==> config.mk <==
export PLATFORM = sky130hd
export DESIGN_NAME = resistor_ladder_key_debouncer
export DESIGN_NICKNAME = d
export VERILOG_FILES = /design/src/design/rld_pkg.sv /design/src/design/rld_decode.sv /design/src/design/resistor_ladder_key_debouncer.sv
export VERILOG_INCLUDE_DIRS = /design/src /design/src/design
export SDC_FILE = /design/constraint.sdc
export NUM_CORES = 1
export LEC_CHECK = 0
export BUFFER_PORTS_ARGS = -buffer_cell sky130_fd_sc_hd__buf_2
export CAP_MARGIN = 15
export CORE_ASPECT_RATIO = 2
export CORE_MARGIN = 1
export CORE_UTILIZATION = 49
export DETAILED_ROUTE_END_ITERATION = 8
export HOLD_SLACK_MARGIN = 0.02
export PLACE_DENSITY = 0.65
export SLEW_MARGIN = 20
export SYNTH_ARGS = -nofsm -noshare
export SYNTH_HDL_FRONTEND = slang
export SYNTH_HIERARCHICAL = 1
export SYNTH_SLANG_ARGS = --single-unit
export TNS_END_PERCENT = 1
==> constraint.sdc <==
create_clock -name clk_i -period 30.9 [get_ports clk_i]
set_clock_uncertainty 0.1 [all_clocks]
set_input_delay 0 -clock clk_i [delete_from_list [all_inputs] [get_ports clk_i]]
set_output_delay 0 -clock clk_i [all_outputs]
set_load 0.1 [all_outputs]
==> src/design/resistor_ladder_key_debouncer_assert.svh <==
// Assertion macros used by the resistor ladder key debouncer top level.
`ifndef RESISTOR_LADDER_KEY_DEBOUNCER_ASSERT_SVH
`define RESISTOR_LADDER_KEY_DEBOUNCER_ASSERT_SVH

// Condition that must hold at every clock edge outside reset.
`define RLD_ASSERT(label, cond, msg) \
  label: assert property (@(posedge clk_i) disable iff (!rst_ni) (cond)) else $error(msg);

// Condition that must hold in the cycle after the trigger.
`define RLD_ASSERT_NEXT(label, trig, cond, msg) \
  label: assert property (@(posedge clk_i) disable iff (!rst_ni) (trig) |=> (cond)) \
    else $error(msg);

`endif

==> src/design/rld_pkg.sv <==
// Types and constants of the resistor ladder key debouncer.
package rld_pkg;

  typedef logic [2:0]  key_t;
  typedef logic [11:0] mv_t;
  typedef logic [31:0] ms_t;

  // Configuration register indexes
  typedef enum logic [2:0] {
    REG_KEY1_LEVEL = 3'd0,
    REG_KEY2_LEVEL = 3'd1,
    REG_KEY3_LEVEL = 3'd2,
    REG_KEY4_LEVEL = 3'd3,
    REG_KEY5_LEVEL = 3'd4,
    REG_TOLERANCE  = 3'd5,
    REG_DEBOUNCE   = 3'd6,
    REG_LONG_PRESS = 3'd7
  } reg_idx_e;

  localparam int unsigned CfgAddrW = 3;
  localparam int unsigned CfgDataW = 16;

  // Voltage at and above which no button is pressed, before tolerance
  localparam mv_t         NoButtonMv = 12'd2800;
  // Fallback match window in units of tolerance
  localparam logic [11:0] WideFactor = 12'd7;

  localparam key_t KeyNone = 3'd0;
  localparam key_t Key1    = 3'd1;
  localparam key_t Key2    = 3'd2;
  localparam key_t Key3    = 3'd3;
  localparam key_t Key4    = 3'd4;
  localparam key_t Key5    = 3'd5;

  typedef struct packed {
    mv_t         level1;
    mv_t         level2;
    mv_t         level3;
    mv_t         level4;
    mv_t         level5;
    logic [8:0]  tolerance;
    logic [7:0]  debounce;
    logic [15:0] long_ms;
  } cfg_t;

endpackage

==> src/design/rld_decode.sv <==
// Ladder voltage to raw key decoder: midpoint buckets then nearest level fallback.
module rld_decode (
  input  rld_pkg::mv_t  sample_mv_i,
  input  rld_pkg::cfg_t cfg_i,
  output rld_pkg::key_t key_o
);
  import rld_pkg::*;

  mv_t         floor_mv;
  mv_t         mid12, mid23, mid34, mid45, mid5f;
  mv_t         d1, d2, d3, d4, d5;
  mv_t         best_d;
  key_t        near_key;
  logic [11:0] window;

  function automatic mv_t midpoint(mv_t a, mv_t b);
    logic [12:0] s;
    s = {1'b0, a} + {1'b0, b};
    return s[12:1];
  endfunction

  function automatic mv_t abs_diff(mv_t a, mv_t b);
    return (a >= b) ? (a - b) : (b - a);
  endfunction

  // Bucket edges
  assign floor_mv = NoButtonMv - {3'b000, cfg_i.tolerance};
  assign mid12    = midpoint(cfg_i.level1, cfg_i.level2);
  assign mid23    = midpoint(cfg_i.level2, cfg_i.level3);
  assign mid34    = midpoint(cfg_i.level3, cfg_i.level4);
  assign mid45    = midpoint(cfg_i.level4, cfg_i.level5);
  assign mid5f    = midpoint(cfg_i.level5, floor_mv);

  // Distances to each nominal level
  assign d1 = abs_diff(sample_mv_i, cfg_i.level1);
  assign d2 = abs_diff(sample_mv_i, cfg_i.level2);
  assign d3 = abs_diff(sample_mv_i, cfg_i.level3);
  assign d4 = abs_diff(sample_mv_i, cfg_i.level4);
  assign d5 = abs_diff(sample_mv_i, cfg_i.level5);

  // Tolerance at most 511, so seven times it fits in 12 bits
  assign window = 12'({3'b000, cfg_i.tolerance} * WideFactor);

  // Nearest level, lower key kept on a tie
  always_comb begin
    best_d   = d1;
    near_key = Key1;
    if (d2 < best_d) begin
      best_d   = d2;
      near_key = Key2;
    end
    if (d3 < best_d) begin
      best_d   = d3;
      near_key = Key3;
    end
    if (d4 < best_d) begin
      best_d   = d4;
      near_key = Key4;
    end
    if (d5 < best_d) begin
      best_d   = d5;
      near_key = Key5;
    end
  end

  // Bucket selection in priority order
  always_comb begin
    priority if (sample_mv_i >= floor_mv) key_o = KeyNone;
    else if (sample_mv_i <= mid12)        key_o = Key1;
    else if (sample_mv_i <= mid23)        key_o = Key2;
    else if (sample_mv_i <= mid34)        key_o = Key3;
    else if (sample_mv_i <= mid45)        key_o = Key4;
    else if (sample_mv_i <= mid5f)        key_o = Key5;
    else if (best_d <= window)            key_o = near_key;
    else                                  key_o = KeyNone;
  end

endmodule

==> src/design/resistor_ladder_key_debouncer.sv <==
// Top level of the resistor ladder key debouncer with long press detection.
//
//  channel  | direction | tdata fields (low bit up)             | tuser
//  ---------+-----------+---------------------------------------+------
//  s_axis   | in        | sample_mv[11:0], now_ms[43:12], pad   | none
//  m_axis   | out       | key_released[2:0], long_hold[3], pad  | none
//  cfg      | in        | cfg_we_i, cfg_addr_i, cfg_wdata_i     | none
//
// One sample per cycle sustained while m_axis takes each result: input register, decode and
// debounce logic, result register. A result moves from the input register to the result register.
// A sample may give no result; then nothing appears on m_axis.
// Reset restores the register defaults and clears key and time state.
// A stalled result holds the pipeline only while the input register is full.
module resistor_ladder_key_debouncer (
  input  logic                         clk_i,
  input  logic                         rst_ni,
  input  logic                         cfg_we_i,
  input  logic [rld_pkg::CfgAddrW-1:0] cfg_addr_i,
  input  logic [rld_pkg::CfgDataW-1:0] cfg_wdata_i,
  input  logic                         s_tvalid_i,
  output logic                         s_tready_o,
  input  logic [47:0]                  s_tdata_i,   // sample_mv[11:0], now_ms[43:12]
  output logic                         m_tvalid_o,
  input  logic                         m_tready_i,
  output logic [7:0]                   m_tdata_o    // key_released[2:0], long_hold[3]
);
  import rld_pkg::*;

  cfg_t  cfg_q;

  logic  in_valid_q;
  mv_t   in_mv_q;
  ms_t   in_now_q;

  key_t  raw_key_q, raw_key_d;
  ms_t   raw_time_q, raw_time_d;
  key_t  stable_key_q, stable_key_d;
  ms_t   press_time_q, press_time_d;

  logic  out_valid_q, out_valid_d;
  key_t  out_key_q, out_key_d;
  logic  out_long_q, out_long_d;

  key_t  dec_key;
  logic  advance;
  logic  emit;
  ms_t   change_time;
  ms_t   since_change;
  ms_t   hold;

  // Configuration registers
  always_ff @(posedge clk_i or negedge rst_ni) begin
    if (!rst_ni) begin
      cfg_q.level1    <= 12'd0;
      cfg_q.level2    <= 12'd500;
      cfg_q.level3    <= 12'd1000;
      cfg_q.level4    <= 12'd1500;
      cfg_q.level5    <= 12'd2000;
      cfg_q.tolerance <= 9'd100;
      cfg_q.debounce  <= 8'd30;
      cfg_q.long_ms   <= 16'd1000;
    end else if (cfg_we_i) begin
      unique case (reg_idx_e'(cfg_addr_i))
        REG_KEY1_LEVEL: cfg_q.level1    <= cfg_wdata_i[11:0];
        REG_KEY2_LEVEL: cfg_q.level2    <= cfg_wdata_i[11:0];
        REG_KEY3_LEVEL: cfg_q.level3    <= cfg_wdata_i[11:0];
        REG_KEY4_LEVEL: cfg_q.level4    <= cfg_wdata_i[11:0];
        REG_KEY5_LEVEL: cfg_q.level5    <= cfg_wdata_i[11:0];
        REG_TOLERANCE:  cfg_q.tolerance <= cfg_wdata_i[8:0];
        REG_DEBOUNCE:   cfg_q.debounce  <= cfg_wdata_i[7:0];
        REG_LONG_PRESS: cfg_q.long_ms   <= cfg_wdata_i;
        default: ;
      endcase
    end
  end

  // Handshake: the input register moves on whenever the result register is free
  assign advance    = !out_valid_q || m_tready_i;
  assign s_tready_o = !in_valid_q || advance;

  // Input register
  always_ff @(posedge clk_i or negedge rst_ni) begin
    if (!rst_ni) begin
      in_valid_q <= 1'b0;
    end else if (s_tready_o) begin
      in_valid_q <= s_tvalid_i;
    end
  end

  always_ff @(posedge clk_i) begin
    if (s_tready_o && s_tvalid_i) begin
      in_mv_q  <= s_tdata_i[11:0];
      in_now_q <= s_tdata_i[43:12];
    end
  end

  rld_decode u_decode (
    .sample_mv_i (in_mv_q),
    .cfg_i       (cfg_q),
    .key_o       (dec_key)
  );

  // Debounce and hold tracking
  assign change_time  = (dec_key != raw_key_q) ? in_now_q : raw_time_q;
  assign since_change = in_now_q - change_time;
  assign hold         = in_now_q - press_time_q;

  always_comb begin
    raw_key_d    = raw_key_q;
    raw_time_d   = raw_time_q;
    stable_key_d = stable_key_q;
    press_time_d = press_time_q;
    emit         = 1'b0;
    out_key_d    = out_key_q;
    out_long_d   = out_long_q;
    out_valid_d  = out_valid_q && !m_tready_i;
    if (in_valid_q && advance) begin
      raw_key_d   = dec_key;
      raw_time_d  = change_time;
      out_valid_d = 1'b0;
      if (since_change >= {24'd0, cfg_q.debounce} && dec_key != stable_key_q) begin
        stable_key_d = dec_key;
        if (stable_key_q == KeyNone) begin
          press_time_d = in_now_q;
        end else begin
          press_time_d = (dec_key != KeyNone) ? in_now_q : '0;
          if (hold >= {24'd0, cfg_q.debounce}) begin
            emit        = 1'b1;
            out_valid_d = 1'b1;
            out_key_d   = stable_key_q;
            out_long_d  = hold >= {16'd0, cfg_q.long_ms};
          end
        end
      end
    end
  end

  // State and result registers
  always_ff @(posedge clk_i or negedge rst_ni) begin
    if (!rst_ni) begin
      raw_key_q    <= KeyNone;
      raw_time_q   <= '0;
      stable_key_q <= KeyNone;
      press_time_q <= '0;
      out_valid_q  <= 1'b0;
    end else begin
      raw_key_q    <= raw_key_d;
      raw_time_q   <= raw_time_d;
      stable_key_q <= stable_key_d;
      press_time_q <= press_time_d;
      out_valid_q  <= out_valid_d;
    end
  end

  always_ff @(posedge clk_i) begin
    out_key_q  <= out_key_d;
    out_long_q <= out_long_d;
  end

  assign m_tvalid_o = out_valid_q;
  assign m_tdata_o  = {4'b0000, out_long_q, out_key_q};

  // Checks
`include "resistor_ladder_key_debouncer_assert.svh"

  `RLD_ASSERT(a_result_key, !out_valid_q || (out_key_q != KeyNone && out_key_q <= Key5), "bad key")
  `RLD_ASSERT(a_idle_press_time, stable_key_q != KeyNone || press_time_q == '0, "stray press time")
  `RLD_ASSERT(a_empty_input_ready, in_valid_q || s_tready_o, "empty input register not ready")
  `RLD_ASSERT_NEXT(a_emit_changes_key, emit, stable_key_q != $past(stable_key_q), "no key change")
  `RLD_ASSERT(a_raw_key_range, raw_key_q <= Key5, "raw key out of range")

endmodule

Word-level counts from Yosys, hierarchy flattened. Index checks and enable logic that the tools add are counted.

Add/subtract/negate cells: 18. Multipliers: 1. $lt $le $gt $ge: 19. Equal/unequal tests: 9. Muxes and demuxes: 27. Bitwise operators: 1. Reductions and logical operators: 22.

Operators by type and width (number): $sub 12x12->12 (10); $mux 12 (9); $mux 32 (3); $ge 12x12->1 (6); $le 12x12->1 (6); $add 12x12->13 (5); $ge 32x8->1 (2); $sub 32x32->32 (2); $lt 12x12->1 (4); $ge 32x16->1 (1); $mux 3 (9); $reduce_and 2->1 (9); $eq 3x3->1 const B (4); $mul 9x3->12 const B (1); $sub 12x9->12 const A (1); $eq 3x2->1 const B (2); $logic_not 3->1 (2); $ne 3x3->1 (2); $logic_and 1x1->1 (4); $mux 1 (4); $mux 2 (2); $reduce_and 4->1 (1); $eq 3x1->1 const B (1); $logic_not 1->1 (3); 3 further kinds (4).

Flip-flop bits (word level): 213. Input bits: 72. Output and inout port bits: 10. Word-level logic and storage cells: 115.

Depth between registers and ports, before layout.
Word-level depth: 25. Mapped depth: 93. Mapped depth without buffers: 84.

Hierarchy. The synthesis kept the hierarchy.

Modules (own cells, without submodules): resistor_ladder_key_debouncer (times used 1, cells each 1306, area an instance 13230.2 sq um, seq. area each 5617.9 sq um); rld_decode (times used 1, cells each 1609, area an instance 12182.9 sq um, seq. area each 0.0 sq um).

Least setup slack after synthesis. No wires, ideal clock.

Kind: reg-to-reg. Start point: reg in_mv_q[1]. End point: reg stable_key_q[0]. Setup time: 128 ps. Arrival time: 17396 ps. Data required time: 30672 ps. Slack: 13277 ps. Cell stages (with the launch flop): 82. Path buffers: 8. Clock period less this slack: 17623 ps. Cell sequence: edfxtp_1 -> inv_1 -> ha_1 -> and4_1 -> o21ai_1 -> a41oi_2 -> nor2_4 -> mux2_2 -> xor2_1 -> ha_1 -> nand3_1 -> nor3_1 -> a211oi_1 -> nor2_1 -> clkbuf_1 -> nor2_1 -> nand2_1 -> nand3_1 -> (+46 left out) -> o311ai_2 -> nor2_1 -> maj3_1 -> o21ai_0 -> xnor2_1 -> o21ai_0 -> ha_1 -> a21oi_1 -> o211ai_1 -> a311oi_1 -> o311ai_0 -> a2111oi_0 -> nand4_1 -> and4b_1 -> nand4_1 -> nor4_4 -> nor2_1 -> mux2_1.

Word-level cells in the longest chain between the ends: 24. Elaborated cells between the ends (all ways): 53. Those cells by class: add/sub: 11; order compare: 17; eq/ne: 2; mux: 21; reduce/logical: 2.

RTL lines: start, declared (line resistor_ladder_key_debouncer.sv:32) `mv_t in_mv_q;`; start signal, assigned (line resistor_ladder_key_debouncer.sv:92) `in_mv_q <= s_tdata_i[11:0];`; $sub 12x12->12 or $ge 12x12->1 (tied branches) (line rld_decode.sv:23) `return (a >= b) ? (a - b) : (b - a);`; $mux 12 (line rld_decode.sv:23); $lt 12x12->1 (line rld_decode.sv:48) `if (d2 < best_d) begin`; $mux 12 (line rld_decode.sv:48); $lt 12x12->1 (line rld_decode.sv:52) `if (d3 < best_d) begin`; $mux 12 (line rld_decode.sv:52); $lt 12x12->1 (line rld_decode.sv:56) `if (d4 < best_d) begin`; $mux 12 (line rld_decode.sv:56); (+10 left out); net dec_key[1] (line resistor_ladder_key_debouncer.sv:44) `key_t dec_key;`; $ne 3x3->1 * (line resistor_ladder_key_debouncer.sv:104) `assign change_time = (dec_key != raw_key_q) ? in_now_q : raw_time_q;`; $mux 32 * (line resistor_ladder_key_debouncer.sv:104); net change_time[0] (line resistor_ladder_key_debouncer.sv:47) `ms_t change_time;`; $sub 32x32->32 * (line resistor_ladder_key_debouncer.sv:105) `assign since_change = in_now_q - change_time;`; $ge 32x8->1 * (line resistor_ladder_key_debouncer.sv:121) `if (since_change >= {24'd0, cfg_q.debounce} && dec_key != stable_key_q) begin`; $logic_and 1x1->1 * (line resistor_ladder_key_debouncer.sv:121); $reduce_and 2->1 (no line) *; end signal, assigned (line resistor_ladder_key_debouncer.sv:143) `stable_key_q <= KeyNone;`; end signal, assigned (line resistor_ladder_key_debouncer.sv:149) `stable_key_q <= stable_key_d;`; end, declared (line resistor_ladder_key_debouncer.sv:37) `key_t stable_key_q, stable_key_d;`.

Mark *: on every way through the listed nets, which the timed path passes. The rest lies on a longest branch. A chain may end at the register's enable or synchronous reset.

Worst setup path after layout.
Start point: reg in_mv_q[7]. End point: reg press_time_q[14].

Word-level cells in the longest chain between the ends: 24. Elaborated cells between the ends (all ways): 56. Those cells by class: add/sub: 11; order compare: 17; eq/ne: 2; mux: 23; reduce/logical: 3.

RTL lines: $sub 12x12->12 or $ge 12x12->1 (tied branches) (line rld_decode.sv:23); $mux 12 (line rld_decode.sv:23); $lt 12x12->1 (line rld_decode.sv:48); $mux 12 (line rld_decode.sv:48); $lt 12x12->1 (line rld_decode.sv:52); $mux 12 (line rld_decode.sv:52); $lt 12x12->1 (line rld_decode.sv:56); $mux 12 (line rld_decode.sv:56); (+9 left out); $mux 3 * (line rld_decode.sv:68) `priority if (sample_mv_i >= floor_mv) key_o = KeyNone;`; net dec_key[1] (line resistor_ladder_key_debouncer.sv:44); $ne 3x3->1 (line resistor_ladder_key_debouncer.sv:104); $mux 32 (line resistor_ladder_key_debouncer.sv:104); $sub 32x32->32 (line resistor_ladder_key_debouncer.sv:105); $ge 32x8->1 (line resistor_ladder_key_debouncer.sv:121); $logic_and 1x1->1 (line resistor_ladder_key_debouncer.sv:121); $reduce_and 2->1 (no line); end signal, assigned (line resistor_ladder_key_debouncer.sv:150) `press_time_q <= press_time_d;`; end, declared (line resistor_ladder_key_debouncer.sv:38) `ms_t press_time_q, press_time_d;`.

Marked as above.

==> flow_metrics.tcl <==
set metrics [dict create \
    cap_violations 0 \
    start_kind "flip-flop" \
    yosys_warnings 6 \
    rows 117 \
    use_met1 0.294 \
    ys_async_sr_fraction 0.775 \
    crit_buf_inv 6 \
    cts-root-buf "clkbuf_16" \
    cts_tree "built" \
    fp.coreArea_um2 51100 \
    grtUsageMet3 0.0325 \
    start_util 0.497 \
    synth.avg_cell_area_um2 8.72 \
    synth_edf_count 48 \
    first_iter_violations 1151 \
    grt_pass1_vias 23605 \
    syn_inst 2915 \
    cts.htree.levels 1 \
    synthDistinctLibCells 112 \
    hp-class "in2reg" \
    cp_top_family "compound AO/OA/AOI/OAI gates" \
    use_met2 0.638 \
    criticalPathCategory "reg2reg" \
    synth_area_leaders "ha_1 20%, dfrtp_1 13%, edfxtp_1 5.7%" \
    clock_sinks 213 \
    synth_most_common_cell "ha_1" \
    io_pins 82 \
    drv_slew 0 \
    grt_overflow_total 0 \
    status "finished, final reports clean" \
    fmax_mhz 45.9 \
    synth_area_um2 25400 \
    place.gp.congestion 0.983 \
    grt_use_total 0.334 \
    max_stage_delay_ps 780 \
    seq_area_frac_synth 0.221 \
    grt_pass1_wl_mm 133 \
    insertion_delay_ps 540 \
    grt.busiest_layer "met2" \
    nets 3505 \
    post_cts_buffers 0 \
    fin_crit_ps 21790 \
    synthToLayoutAreaGrowth_pct 9.43 \
    die_area_um2 52800 \
    num_vias 22649 \
    io_buffer_count 73 \
    synth.top_cell.area_share 0.197 \
    setup_viol 0 \
    viasPerCell 6.16 \
    rsz0062_at_grt "no" \
    cts_hold_buf 72 \
    cp_slowest_cell "ha_1" \
    crit_arrival_ps 22120 \
    worstPathRequired_ps 31230 \
    synthFlopType "dfrtp_1" \
    drive_above_1_share 0.113 \
    crit_top_cell "ha_1" \
    synth_seq_cells 213 \
    grt_max_degree 61 \
    numCtsBuffers 20 \
    antenna_left 0 \
    synth_commonest_cells "401 x ha_1, 241 x inv_1, 225 x a21oi_1" \
    period_share 0.705 \
    cts_resized 0 \
    wl_per_cell_um 23.8 \
    path_clk_slew_ps 70 \
    slew_headroom 0.378 \
    path_max_fanout 34 \
    final_hold_viol_count 0 \
    clock_path_buffers 3 \
    antenna_found_initial 2 \
    setup-tns-final_ps 0 \
    hpwlAfterDp_mm 70.3 \
    worst_pin_slew_ps 929 \
    chipHeight_um 324 \
    dr.pass1.iters 7 \
    endpoint_kind "flip-flop" \
    route.detailed.drc 0 \
    die_w_um 163 \
    yosys.area.top_type "ha_1" \
    wirelength_mm 87.4 \
]
-- per-stage QoR --
stage | util | hold WS [ps] | cell area (um^2) | cells | worst slack (ps)
floorplan | - | -396 | 25400 | 2918 | 13280
global placement | 0.516 | -97.2 | 26400 | 3566 | 9610
detailed placement | 0.516 | -86.3 | 26400 | 3566 | 9470
CTS | 0.544 | 55.3 | 27800 | 3674 | 9370
global route | 0.544 | 73.3 | 27800 | 3675 | 7950
finish | 0.544 | 64.7 | 27800 | 3676 | 9110
-- metal layers --
layer	vias to the layer above	part of all wire
met5	-	0.00016
met4	2	0.11
met3	334	0.031
met2	644	0.54
met1	10860	0.32
li1	10809	-
-- sequential cells by signal (all words and copies together) (netlist names), 3 cells and up --
| signal | flops |
|---|---|
| press_time_q | 32 |
| raw_time_q | 32 |
| cfg_q | 93 |
| out_key_q | 3 |
| in_mv_q | 12 |
| in_now_q | 32 |
| stable_key_q | 3 |
| raw_key_q | 3 |
-- cells by family after synthesis --
group,Yosys count,synth area share
AOI/OAI and AO/OA,830,0.215
xor gates and xnor gates,157,0.0553
adders and majority gates,434,0.220
buffers and inverters,347,0.0544
DFF,213,0.221
muxes,211,0.0887
other,1,0.000148
and+or+nand+nor,722,0.145
-- path summary, 6_finish.rpt --
path                                start               end  slack (ps)  depth (start not counted)
setup / recovery               in_mv_q[7]  press_time_q[14]        9110                         74
hold / removal                   cfg_we_i         cfg_q[17]          60                          3
setup reg to reg               in_mv_q[7]  press_time_q[14]        9110                         74
hold reg to reg            raw_time_q[17]    raw_time_q[17]         380                          2
max in group asynchronous          rst_ni         cfg_q[27]       28680                          5
min in group asynchronous          rst_ni         cfg_q[73]         500                          3
-- layout make-up --
type,count,area (um^2)
diodes,1,2.50
clock buffers,25,519
clock inverters,11,139
fillers,4728,23300
inverters,241,905
multi-input cells,2358,18500
flip-flops and latches,213,5620
well taps,654,818
repair buffers,173,1340
-- cells in the final DEF, fill, tap and decap left out, drive strengths merged, types with 32 or more instances in the layout --
master	synthesis	routed
nand4	56	56
mux2i	98	98
nand2b	41	41
dfrtp	127	127
dfstp	38	38
edfxtp	48	48
xnor2	82	82
ha	401	401
nor2	138	138
o21ai	188	188
nor2b	42	42
a31oi	33	33
a21oi	228	228
nor3	52	52
a211oi	32	32
mux2	113	113
dlygate4sd3	0	71
inv	241	241
a21o	106	106
buf	32	102
nand2	219	219
xor2	75	75
nand3	41	41
-- tightest hold or removal path, cell delays in order --
cell      delay (ps)
buf_2            130
nand4b_1         320
mux2_2           220
Power is not shown: default switching activity piles up to over one toggle a cycle in this logic, so the estimate is an artifact.
